**src/hdl/kfcp_pkg.sv**
```systemverilog
package kfcp_pkg;

  // fixed field widths
  localparam int COORD_BITS  = 16;
  localparam int ID_BITS     = 10;
  localparam int DIM_IDX_W   = 3;
  localparam int SLOT_W      = 4;
  localparam int CNT_W       = 5;
  localparam int DIMS_W      = 4;

  // defaults for the storage parameters of the top level
  localparam int MAX_DIM_DEF   = 8;
  localparam int MAX_CANDS_DEF = 16;

  localparam logic [DIMS_W-1:0] DIMS_RESET = 4'd8;

  // opcodes
  localparam logic [1:0] OP_LOAD_BOX  = 2'd0;
  localparam logic [1:0] OP_LOAD_CAND = 2'd1;
  localparam logic [1:0] OP_START     = 2'd2;

  typedef struct packed {
    logic [1:0]                   opcode;
    logic [DIM_IDX_W-1:0]         dim_index;
    logic [SLOT_W-1:0]            slot;
    logic [ID_BITS-1:0]           center_id;
    logic signed [COORD_BITS-1:0] box_low;
    logic signed [COORD_BITS-1:0] box_high;
    logic signed [COORD_BITS-1:0] coord;
    logic [CNT_W-1:0]             cand_count;
  } kfcp_in_t;

  typedef struct packed {
    logic [ID_BITS-1:0] surviving_id;
    logic               last;
  } kfcp_out_t;

endpackage

```
**src/hdl/kmeans_filter_center_pruning.sv**
```systemverilog
// load items (box dimension, candidate coordinate) are accepted one per cycle; ready stays high while idle
// a start item runs a midpoint pass and then a prune scan (cnt candidates, nd dimensions in use)
// through the one shared multiplier: one product per cycle, two per dimension in the prune scan
// survivor words leave through an output register; the scan stalls only while it is full
// reset (async, active low) clears the sequencer, output valid flag and dims_used (to 8);
// box, coordinate and id memories are not cleared
module kmeans_filter_center_pruning #(
  parameter int MAX_DIM   = kfcp_pkg::MAX_DIM_DEF,
  parameter int MAX_CANDS = kfcp_pkg::MAX_CANDS_DEF
) (
  input  logic                          clk_i,
  input  logic                          rst_ni,
  input  logic                          in_valid_i,
  output logic                          in_ready_o,
  input  kfcp_pkg::kfcp_in_t            in_i,
  output logic                          out_valid_o,
  input  logic                          out_ready_i,
  output kfcp_pkg::kfcp_out_t           out_o,
  input  logic                          cfg_we_i,
  input  logic [kfcp_pkg::DIMS_W-1:0]   cfg_wdata_i
);
  import kfcp_pkg::*;

  localparam int DimW   = (MAX_DIM > 1) ? $clog2(MAX_DIM) : 1;
  localparam int CandW  = (MAX_CANDS > 1) ? $clog2(MAX_CANDS) : 1;
  localparam int CDepth = MAX_CANDS * MAX_DIM;
  localparam int CaW    = (CDepth > 1) ? $clog2(CDepth) : 1;
  localparam int OpW    = COORD_BITS + 2;
  localparam int ProdW  = 2 * OpW;
  localparam int AccW   = ProdW + $clog2(MAX_DIM + 1) + 1;

  typedef enum logic [16:0] {
    StIdle   = 17'h00001,
    StP1Rd   = 17'h00002,
    StP1Mul  = 17'h00004,
    StP1Acc  = 17'h00008,
    StP1End  = 17'h00010,
    StP1Wid  = 17'h00020,
    StP1Widw = 17'h00040,
    StP2Id   = 17'h00080,
    StP2Idw  = 17'h00100,
    StP2Rd   = 17'h00200,
    StP2Ma   = 17'h00400,
    StP2Mb   = 17'h00800,
    StP2Mc   = 17'h01000,
    StP2Md   = 17'h02000,
    StP2Cmp  = 17'h04000,
    StP2Keep = 17'h08000,
    StFlush  = 17'h10000
  } state_e;

  state_e state_q, state_d;

  // control registers
  logic [CandW-1:0]  k_q, k_d, kmax_q, kmax_d, best_k_q, best_k_d;
  logic [DimW-1:0]   j_q, j_d, jmax_q, jmax_d;
  logic              pend_valid_q, pend_valid_d;
  logic              out_valid_q, out_valid_d;
  logic [DIMS_W-1:0] dims_q;

  // datapath registers
  logic signed [AccW-1:0]       acc_q, acc_d, acc2_q, acc2_d, best_q, best_d;
  logic signed [ProdW-1:0]      prod_q, prod_d;
  logic signed [OpW-1:0]        cc_q, cc_d, cw_q, cw_d;
  logic signed [COORD_BITS-1:0] cur_q [MAX_DIM];
  logic signed [COORD_BITS-1:0] win_q [MAX_DIM];
  logic [ID_BITS-1:0]           win_id_q, win_id_d, cur_id_q, cur_id_d;
  logic [ID_BITS-1:0]           pend_id_q, pend_id_d, out_id_q, out_id_d;
  logic                         keep_q, keep_d, out_last_q, out_last_d;

  logic in_fire, dim_ok, slot_ok, box_we, cand_we, start;
  logic out_free, out_load, advance, new_best, cur_we;

  // memory ports
  logic [CaW-1:0]              coord_waddr, coord_raddr;
  logic [COORD_BITS-1:0]       coord_rdata;
  logic [2*COORD_BITS-1:0]     box_rdata;
  logic [CandW-1:0]            id_raddr;
  logic [ID_BITS-1:0]          id_rdata;

  logic signed [COORD_BITS-1:0] rd_c, rd_lo, rd_hi, w_j;
  logic signed [OpW-1:0]        t_w, cc_w, cw_w, mul_a, mul_b;
  logic signed [ProdW-1:0]      mul_p;
  logic signed [AccW:0]         cc_ext, box2_ext;
  logic [CandW-1:0]             cnt_m1;
  logic [DimW-1:0]              dims_m1;

  // input decode
  assign in_ready_o = (state_q == StIdle);
  assign in_fire    = in_valid_i && in_ready_o;
  assign dim_ok     = int'(in_i.dim_index) < MAX_DIM;
  assign slot_ok    = int'(in_i.slot) < MAX_CANDS;
  assign box_we     = in_fire && (in_i.opcode == OP_LOAD_BOX) && dim_ok;
  assign cand_we    = in_fire && (in_i.opcode == OP_LOAD_CAND) && dim_ok && slot_ok;
  assign start      = in_fire && (in_i.opcode == OP_START) && (in_i.cand_count != '0);

  assign cnt_m1  = (int'(in_i.cand_count) > MAX_CANDS) ? CandW'(MAX_CANDS - 1)
                                                       : CandW'(int'(in_i.cand_count) - 1);
  assign dims_m1 = (dims_q == '0)             ? '0 :
                   (int'(dims_q) > MAX_DIM)   ? DimW'(MAX_DIM - 1)
                                              : DimW'(int'(dims_q) - 1);

  assign coord_waddr = CaW'(int'(in_i.slot) * MAX_DIM + int'(in_i.dim_index));
  assign coord_raddr = CaW'(int'(k_q) * MAX_DIM + int'(j_q));
  assign id_raddr    = (state_q == StP1Wid) ? best_k_q : k_q;

  kfcp_ram #(.Width(COORD_BITS), .Depth(CDepth)) u_coord_ram (
    .clk_i   (clk_i),
    .we_i    (cand_we),
    .waddr_i (coord_waddr),
    .wdata_i (in_i.coord),
    .raddr_i (coord_raddr),
    .rdata_o (coord_rdata)
  );

  kfcp_ram #(.Width(2 * COORD_BITS), .Depth(MAX_DIM)) u_box_ram (
    .clk_i   (clk_i),
    .we_i    (box_we),
    .waddr_i (DimW'(in_i.dim_index)),
    .wdata_i ({in_i.box_high, in_i.box_low}),
    .raddr_i (j_q),
    .rdata_o (box_rdata)
  );

  kfcp_ram #(.Width(ID_BITS), .Depth(MAX_CANDS)) u_id_ram (
    .clk_i   (clk_i),
    .we_i    (cand_we),
    .waddr_i (CandW'(in_i.slot)),
    .wdata_i (in_i.center_id),
    .raddr_i (id_raddr),
    .rdata_o (id_rdata)
  );

  // operand prep
  assign rd_c  = coord_rdata;
  assign rd_lo = box_rdata[COORD_BITS-1:0];
  assign rd_hi = box_rdata[2*COORD_BITS-1:COORD_BITS];
  assign w_j   = win_q[j_q];

  // midpoint offset at twice scale
  assign t_w  = (OpW'(rd_c) <<< 1) - (OpW'(rd_lo) + OpW'(rd_hi));
  assign cc_w = OpW'(rd_c) - OpW'(w_j);
  // corner faced: high side where cc is positive
  assign cw_w = (!cc_w[OpW-1] && (cc_w != '0)) ? (OpW'(rd_hi) - OpW'(w_j))
                                               : (OpW'(rd_lo) - OpW'(w_j));

  // shared multiplier
  assign mul_p = mul_a * mul_b;

  assign cc_ext   = (AccW+1)'(acc_q);
  assign box2_ext = $signed({acc2_q, 1'b0});

  assign out_free    = !out_valid_q || out_ready_i;
  assign out_valid_o = out_valid_q;
  assign out_o.surviving_id = out_id_q;
  assign out_o.last         = out_last_q;

  always_comb begin
    state_d      = state_q;
    k_d          = k_q;
    j_d          = j_q;
    kmax_d       = kmax_q;
    jmax_d       = jmax_q;
    best_k_d     = best_k_q;
    pend_valid_d = pend_valid_q;
    acc_d        = acc_q;
    acc2_d       = acc2_q;
    best_d       = best_q;
    prod_d       = prod_q;
    cc_d         = cc_q;
    cw_d         = cw_q;
    win_id_d     = win_id_q;
    cur_id_d     = cur_id_q;
    pend_id_d    = pend_id_q;
    out_id_d     = out_id_q;
    out_last_d   = out_last_q;
    keep_d       = keep_q;
    out_load     = 1'b0;
    advance      = 1'b0;
    new_best     = 1'b0;
    cur_we       = 1'b0;
    mul_a        = cc_q;
    mul_b        = cc_q;

    unique case (state_q)
      StIdle: begin
        if (start) begin
          k_d     = '0;
          j_d     = '0;
          kmax_d  = cnt_m1;
          jmax_d  = dims_m1;
          acc_d   = '0;
          state_d = StP1Rd;
        end
      end
      StP1Rd: state_d = StP1Mul;
      StP1Mul: begin
        mul_a   = t_w;
        mul_b   = t_w;
        prod_d  = mul_p;
        cur_we  = 1'b1;
        state_d = StP1Acc;
      end
      StP1Acc: begin
        acc_d = acc_q + AccW'(prod_q);
        if (j_q == jmax_q) begin
          state_d = StP1End;
        end else begin
          j_d     = j_q + 1'b1;
          state_d = StP1Rd;
        end
      end
      StP1End: begin
        // strict less keeps the first candidate on a tie
        if (k_q == '0 || acc_q < best_q) begin
          new_best = 1'b1;
          best_d   = acc_q;
          best_k_d = k_q;
        end
        acc_d = '0;
        j_d   = '0;
        if (k_q == kmax_q) begin
          state_d = StP1Wid;
        end else begin
          k_d     = k_q + 1'b1;
          state_d = StP1Rd;
        end
      end
      StP1Wid: state_d = StP1Widw;
      StP1Widw: begin
        win_id_d = id_rdata;
        k_d      = '0;
        state_d  = StP2Id;
      end
      StP2Id: state_d = StP2Idw;
      StP2Idw: begin
        cur_id_d = id_rdata;
        j_d      = '0;
        acc_d    = '0;
        acc2_d   = '0;
        if (id_rdata == win_id_q) begin
          keep_d  = 1'b1;
          state_d = StP2Keep;
        end else begin
          state_d = StP2Rd;
        end
      end
      StP2Rd: state_d = StP2Ma;
      StP2Ma: begin
        cc_d    = cc_w;
        cw_d    = cw_w;
        state_d = StP2Mb;
      end
      StP2Mb: begin
        prod_d  = mul_p;
        state_d = StP2Mc;
      end
      StP2Mc: begin
        acc_d   = acc_q + AccW'(prod_q);
        mul_b   = cw_q;
        prod_d  = mul_p;
        state_d = StP2Md;
      end
      StP2Md: begin
        acc2_d = acc2_q + AccW'(prod_q);
        if (j_q == jmax_q) begin
          state_d = StP2Cmp;
        end else begin
          j_d     = j_q + 1'b1;
          state_d = StP2Rd;
        end
      end
      StP2Cmp: begin
        keep_d  = cc_ext < box2_ext;
        state_d = StP2Keep;
      end
      StP2Keep: begin
        // one survivor is held back so the final one can carry last
        if (keep_q) begin
          if (pend_valid_q) begin
            if (out_free) begin
              out_load   = 1'b1;
              out_id_d   = pend_id_q;
              out_last_d = 1'b0;
              pend_id_d  = cur_id_q;
              advance    = 1'b1;
            end
          end else begin
            pend_valid_d = 1'b1;
            pend_id_d    = cur_id_q;
            advance      = 1'b1;
          end
        end else begin
          advance = 1'b1;
        end
        if (advance) begin
          keep_d = 1'b0;
          if (k_q == kmax_q) begin
            state_d = StFlush;
          end else begin
            k_d     = k_q + 1'b1;
            state_d = StP2Id;
          end
        end
      end
      StFlush: begin
        if (!pend_valid_q) begin
          state_d = StIdle;
        end else if (out_free) begin
          out_load     = 1'b1;
          out_id_d     = pend_id_q;
          out_last_d   = 1'b1;
          pend_valid_d = 1'b0;
          state_d      = StIdle;
        end
      end
      default: state_d = StIdle;
    endcase
  end

  assign out_valid_d = out_load ? 1'b1 : (out_ready_i ? 1'b0 : out_valid_q);

  always_ff @(posedge clk_i or negedge rst_ni) begin
    if (!rst_ni) begin
      state_q      <= StIdle;
      k_q          <= '0;
      j_q          <= '0;
      kmax_q       <= '0;
      jmax_q       <= '0;
      best_k_q     <= '0;
      pend_valid_q <= 1'b0;
      out_valid_q  <= 1'b0;
      keep_q       <= 1'b0;
      dims_q       <= DIMS_RESET;
    end else begin
      state_q      <= state_d;
      k_q          <= k_d;
      j_q          <= j_d;
      kmax_q       <= kmax_d;
      jmax_q       <= jmax_d;
      best_k_q     <= best_k_d;
      pend_valid_q <= pend_valid_d;
      out_valid_q  <= out_valid_d;
      keep_q       <= keep_d;
      if (cfg_we_i) begin
        dims_q <= cfg_wdata_i;
      end
    end
  end

  always_ff @(posedge clk_i) begin
    acc_q      <= acc_d;
    acc2_q     <= acc2_d;
    best_q     <= best_d;
    prod_q     <= prod_d;
    cc_q       <= cc_d;
    cw_q       <= cw_d;
    win_id_q   <= win_id_d;
    cur_id_q   <= cur_id_d;
    pend_id_q  <= pend_id_d;
    out_id_q   <= out_id_d;
    out_last_q <= out_last_d;
    if (cur_we) begin
      cur_q[j_q] <= rd_c;
    end
    if (new_best) begin
      win_q <= cur_q;
    end
  end

  a_out_no_overwrite: assert property (@(posedge clk_i) disable iff (!rst_ni)
    out_load |-> out_free)
    else $error("output word overwritten before it was taken");

  a_idle_no_pending: assert property (@(posedge clk_i) disable iff (!rst_ni)
    (state_q == StIdle) |-> !pend_valid_q)
    else $error("survivor left pending after pass");

  a_k_range: assert property (@(posedge clk_i) disable iff (!rst_ni)
    (state_q != StIdle) |-> (k_q <= kmax_q))
    else $error("candidate index beyond count");

  a_j_range: assert property (@(posedge clk_i) disable iff (!rst_ni)
    (state_q != StIdle) |-> (j_q <= jmax_q))
    else $error("dimension index beyond dims in use");

  a_start_runs: assert property (@(posedge clk_i) disable iff (!rst_ni)
    start |=> (state_q == StP1Rd) && !in_ready_o)
    else $error("start word did not launch a pass");

  a_last_ends_pass: assert property (@(posedge clk_i) disable iff (!rst_ni)
    (out_load && out_last_d) |=> (state_q == StIdle) && out_valid_o)
    else $error("last word issued before the pass ended");

endmodule

```
**src/hdl/kfcp_ram.sv**
```systemverilog
module kfcp_ram #(
  parameter int Width = 16,
  parameter int Depth = 16,
  localparam int AddrW = (Depth > 1) ? $clog2(Depth) : 1
) (
  input  logic             clk_i,
  input  logic             we_i,
  input  logic [AddrW-1:0] waddr_i,
  input  logic [Width-1:0] wdata_i,
  input  logic [AddrW-1:0] raddr_i,
  output logic [Width-1:0] rdata_o
);

  logic [Width-1:0] mem_q [Depth];
  logic [Width-1:0] rdata_q;

  always_ff @(posedge clk_i) begin
    if (we_i) begin
      mem_q[waddr_i] <= wdata_i;
    end
    rdata_q <= mem_q[raddr_i];
  end

  assign rdata_o = rdata_q;

endmodule

```
**config.mk**
```make
export PLATFORM = sky130hd
export DESIGN_NAME = kmeans_filter_center_pruning
export DESIGN_NICKNAME = d
export VERILOG_FILES = /design/src/hdl/kfcp_pkg.sv /design/src/hdl/kmeans_filter_center_pruning.sv /design/src/hdl/kfcp_ram.sv
export SDC_FILE = /design/constraint.sdc
export NUM_CORES = 2
export LEC_CHECK = 0
export ABC_AREA = 1
export CAP_MARGIN = 0
export CORE_MARGIN = 2
export CORE_UTILIZATION = 45
export DETAILED_ROUTE_END_ITERATION = 10
export DONT_BUFFER_PORTS = 1
export PLACE_DENSITY = 0.57
export SYNTH_ARGS = -nofsm -noshare
export SYNTH_HDL_FRONTEND = slang
export SYNTH_SLANG_ARGS = --single-unit
```
**constraint.sdc**
```tcl
create_clock -name clk_i -period 19.16 [get_ports clk_i]
set_input_delay 0.958 -clock clk_i [delete_from_list [all_inputs] [get_ports clk_i]]
set_output_delay 0.958 -clock clk_i [all_outputs]
set_load 0.05 [all_outputs]
```
==> results.sh <==
export IMPL_cp_slowest_cell="dfxtp_1"
export IMPL_drt_iter0_drc=9694
export IMPL_place_congestion=0.933
export IMPL_synthDominantCellAreaShare_pct=64.2
export IMPL_drv_slew=0
export IMPL_placed_cell_area_sq_um=143000
export IMPL_crit_top_cell="fa_1"
export IMPL_fin_ws_ns=9.97
export IMPL_cts_max_path_buffers=4
export IMPL_htreeDepth=5
export IMPL_rsz0062_at_grt="no"
export IMPL_final_cell_mix="2,990 x nand2_1, 2,954 x edfxtp_1, 1,221 x inv_1, 709 x nor2_1, 603 x a21oi_1"
export IMPL_final_common_cell="nand2_1"
export IMPL_synth_main_ff_cell="edfxtp_1"
export IMPL_drcViolationCount=0
export IMPL_top_level_ports=94
export IMPL_antenna_found_initial=17
export IMPL_synth_edff_count=2954
export IMPL_dieArea_sq_um=311000
export IMPL_ant_nets=0
export IMPL_multi_input_area_sq_um=40800
export IMPL_layout_min_cycle_time_ns=9.19
export IMPL_dp_slack_ns=10.01
export IMPL_post_cts_buffers=0
export IMPL_syn_avg_cell_area_sq_um=11.8
export IMPL_die_w_um=558
export IMPL_finalSetupTns_ns=0
export IMPL_cap_violations=0
export IMPL_holdBufCountCts=2
export IMPL_fin_crit_sh_pct=48.0
export IMPL_wl_um=431000
export IMPL_crit_fanout=13
export IMPL_yosysSeqAreaShare_pct=65.8
export IMPL_viasPerCell=5.60
export IMPL_regToRegStartpoint="u_coord_ram.rdata_o[1]"
export IMPL_wire_per_inst_um=26.6
export IMPL_syn_area_sq_um=138000
export IMPL_grt_max_degree=129
export IMPL_critPathCaptureType="register"
export IMPL_reg2reg_slack_ns=9.97
export IMPL_min_delay_path_depth=0
export IMPL_p_per_area_nw_per_um2=122
export IMPL_cts_tree="done"
export IMPL_clk_latency_ns=0.94
export IMPL_die_h_um=558
export IMPL_hold_class="in -> reg"
export IMPL_r2r_end="prod_q[27]"
export IMPL_drive_gt1_share_pct=6.98
export IMPL_timing_hold_ws_ns=0.131
export IMPL_synthDistinctLibCells=66
export IMPL_synthArstFlopShare_pct=1.38
export IMPL_cts_clk_slew_worst_paths_ns=0.06
export IMPL_hold_start="in_i[11]"
export IMPL_root_buffer="clkbuf_16"
export IMPL_initial_core_util_pct=45.2
export IMPL_cts_made_buffers=323
export IMPL_grt_pass1_vias=88800
export IMPL_gr_total_overflow=0
export IMPL_cp_required_ns=19.75
export IMPL_rr_worst_depth=30
export IMPL_ys_ff_latch=3054
export IMPL_p_leak_nw=57.7
export IMPL_hold_end="u_coord_ram.mem_q[67][6]"
export IMPL_finalSetupViolations=0
export IMPL_yosys_top_cells_area="edfxtp_1 64%, nand2_1 8.1%, fa_1 5.1%"
export IMPL_fmax_mhz=109
export IMPL_finalHoldViolCount=0
export IMPL_clock_sinks=3054
export IMPL_critPathMaxStageDelay_ns=0.65
export IMPL_syn_nets=12500
export IMPL_syn_instance_count=11700
export IMPL_final_nets=12600
export IMPL_grtUsageTotal_pct=27.4
export IMPL_fin_util_pct=50.2
export IMPL_start_kind="register"
export IMPL_critPathKind="reg -> reg"
export IMPL_grt_pass1_wl_um=620000
export IMPL_dp_hpwl_um=269000
export IMPL_num_rows=203
export IMPL_status="completed"
export IMPL_cts_resized=0
export IMPL_vias=90600
export IMPL_area_delta_synth_final_pct=11.1
export IMPL_fin_area_sq_um=153000
export IMPL_synth_area_leader_cell="edfxtp_1"
export IMPL_port_buffers=0
export IMPL_fin_skew_ns=0.102
export IMPL_arrival_ns=9.79
export IMPL_tightest_slew_ns=1.42
export IMPL_nFillCells=26800
export IMPL_yosys_warnings=0
export IMPL_core_area_sq_um=306000
export IMPL_final_seq_area_sq_um=90900
export IMPL_drtPass1Iterations=8
export IMPL_vdd_drop_max_mv=0.354
export IMPL_maxSlewHeadroom_pct=4.78
-- flip-flops by register name (all words and copies together) (netlist names), 32 cells and up --
register / cells
cur_q: 128
u_id_ram.mem_q: 160
prod_q: 36
best_q: 41
acc_q: 41
u_box_ram.mem_q: 256
u_box_ram.rdata_o: 32
u_coord_ram.mem_q: 2048
acc2_q: 41
win_q: 128
-- synth_stat cells (14+ instances only) --
library cell	number
a21boi_0	18
a21o_1	23
a21oi_1	603
a221oi_1	30
a22o_1	72
a22oi_1	199
a31oi_1	21
buf_1	49
buf_2	220
buf_4	15
clkbuf_1	140
dfrtp_1	40
dfxtp_1	58
edfxtp_1	2954
fa_1	349
ha_1	310
inv_1	1231
inv_2	27
nand2_1	2993
nand2_2	15
nand2_4	17
nand3_1	486
nand3b_1	31
nand4_1	287
nor2_1	768
nor3_1	53
o2111ai_1	14
o211ai_1	84
o21a_1	39
o21ai_0	322
o21ai_1	14
o21bai_1	20
xnor2_1	32
xor2_1	48
-- cell families (layout without fill, tap and decap cells) --
| family | after synthesis | after routing | share of synthesized area, % |
|---|---|---|---|
| buf+inv | 1687 | 2038 | 4.83 |
| flops | 3054 | 3054 | 65.8 |
| compound gates | 1500 | 1500 | 6.58 |
| fa+ha+maj | 659 | 659 | 7.87 |
| other cells | 0 | 10 | 0 |
| xor+xnor | 80 | 80 | 0.507 |
| simple gates | 4733 | 4733 | 14.4 |
-- worst max-delay path, delay by kind of cell, from the launching register on --
| kind | cells | cell delay (ns) |
|---|---|---|
| adders and majority gates | 9 | 4.24 |
| and+or+nand+nor | 12 | 2.18 |
| AOI/OAI and AO/OA | 4 | 1.35 |
| DFF | 1 | 0.65 |
| buffers and inverters | 5 | 0.48 |
-- final cells by class --
class,instances,area share [%]
well taps,4100,3.34
flip-flops and latches,3054,59.3
diodes,10,0.0163
clock buffers,422,5.69
clock inverters,154,0.933
repair buffers,200,1.04
inverters,1262,3.13
multi-input cells,6972,26.6
-- metrics by stage --
stage / total power, mW / cells
after CTS: 18.8 / 16200
after global routing: 19.6 / 16200
final: 18.7 / 16200
after global placement: 12.7 / 15600
after detailed placement: 12.7 / 15600
after floorplan: 11.1 / 11700
-- worst max-delay path by stage --
stage                           start          to  slack, ns
6_report       u_coord_ram.rdata_o[1]  prod_q[27]       9.97
5_1_grt        u_coord_ram.rdata_o[1]  prod_q[27]       9.30
4_1_cts        u_coord_ram.rdata_o[1]  prod_q[27]       9.93
3_5_place_dp   u_coord_ram.rdata_o[1]  prod_q[27]      10.01
3_3_place_gp   u_coord_ram.rdata_o[1]  prod_q[27]      10.09
2_1_floorplan  u_coord_ram.rdata_o[7]  prod_q[26]      11.71
-- layer usage --
layer,vias up,share of wire (%),track usage [%]
met5,-,0.0088,0
li1,40600,-,-
met4,6,3.9,10.0
met1,45700,42,37.5
met2,3607,47,44.6
met3,704,7.4,3.89
-- power by group --
part	leakage [nW]	internal [mW]	switching [mW]
logic	25.1	1.68	3.29
clock network	4.96	3.48	2.62
registers	27.6	7.56	0.0523
total	57.7	12.7	5.97
(Power assumes the default switching activity.)
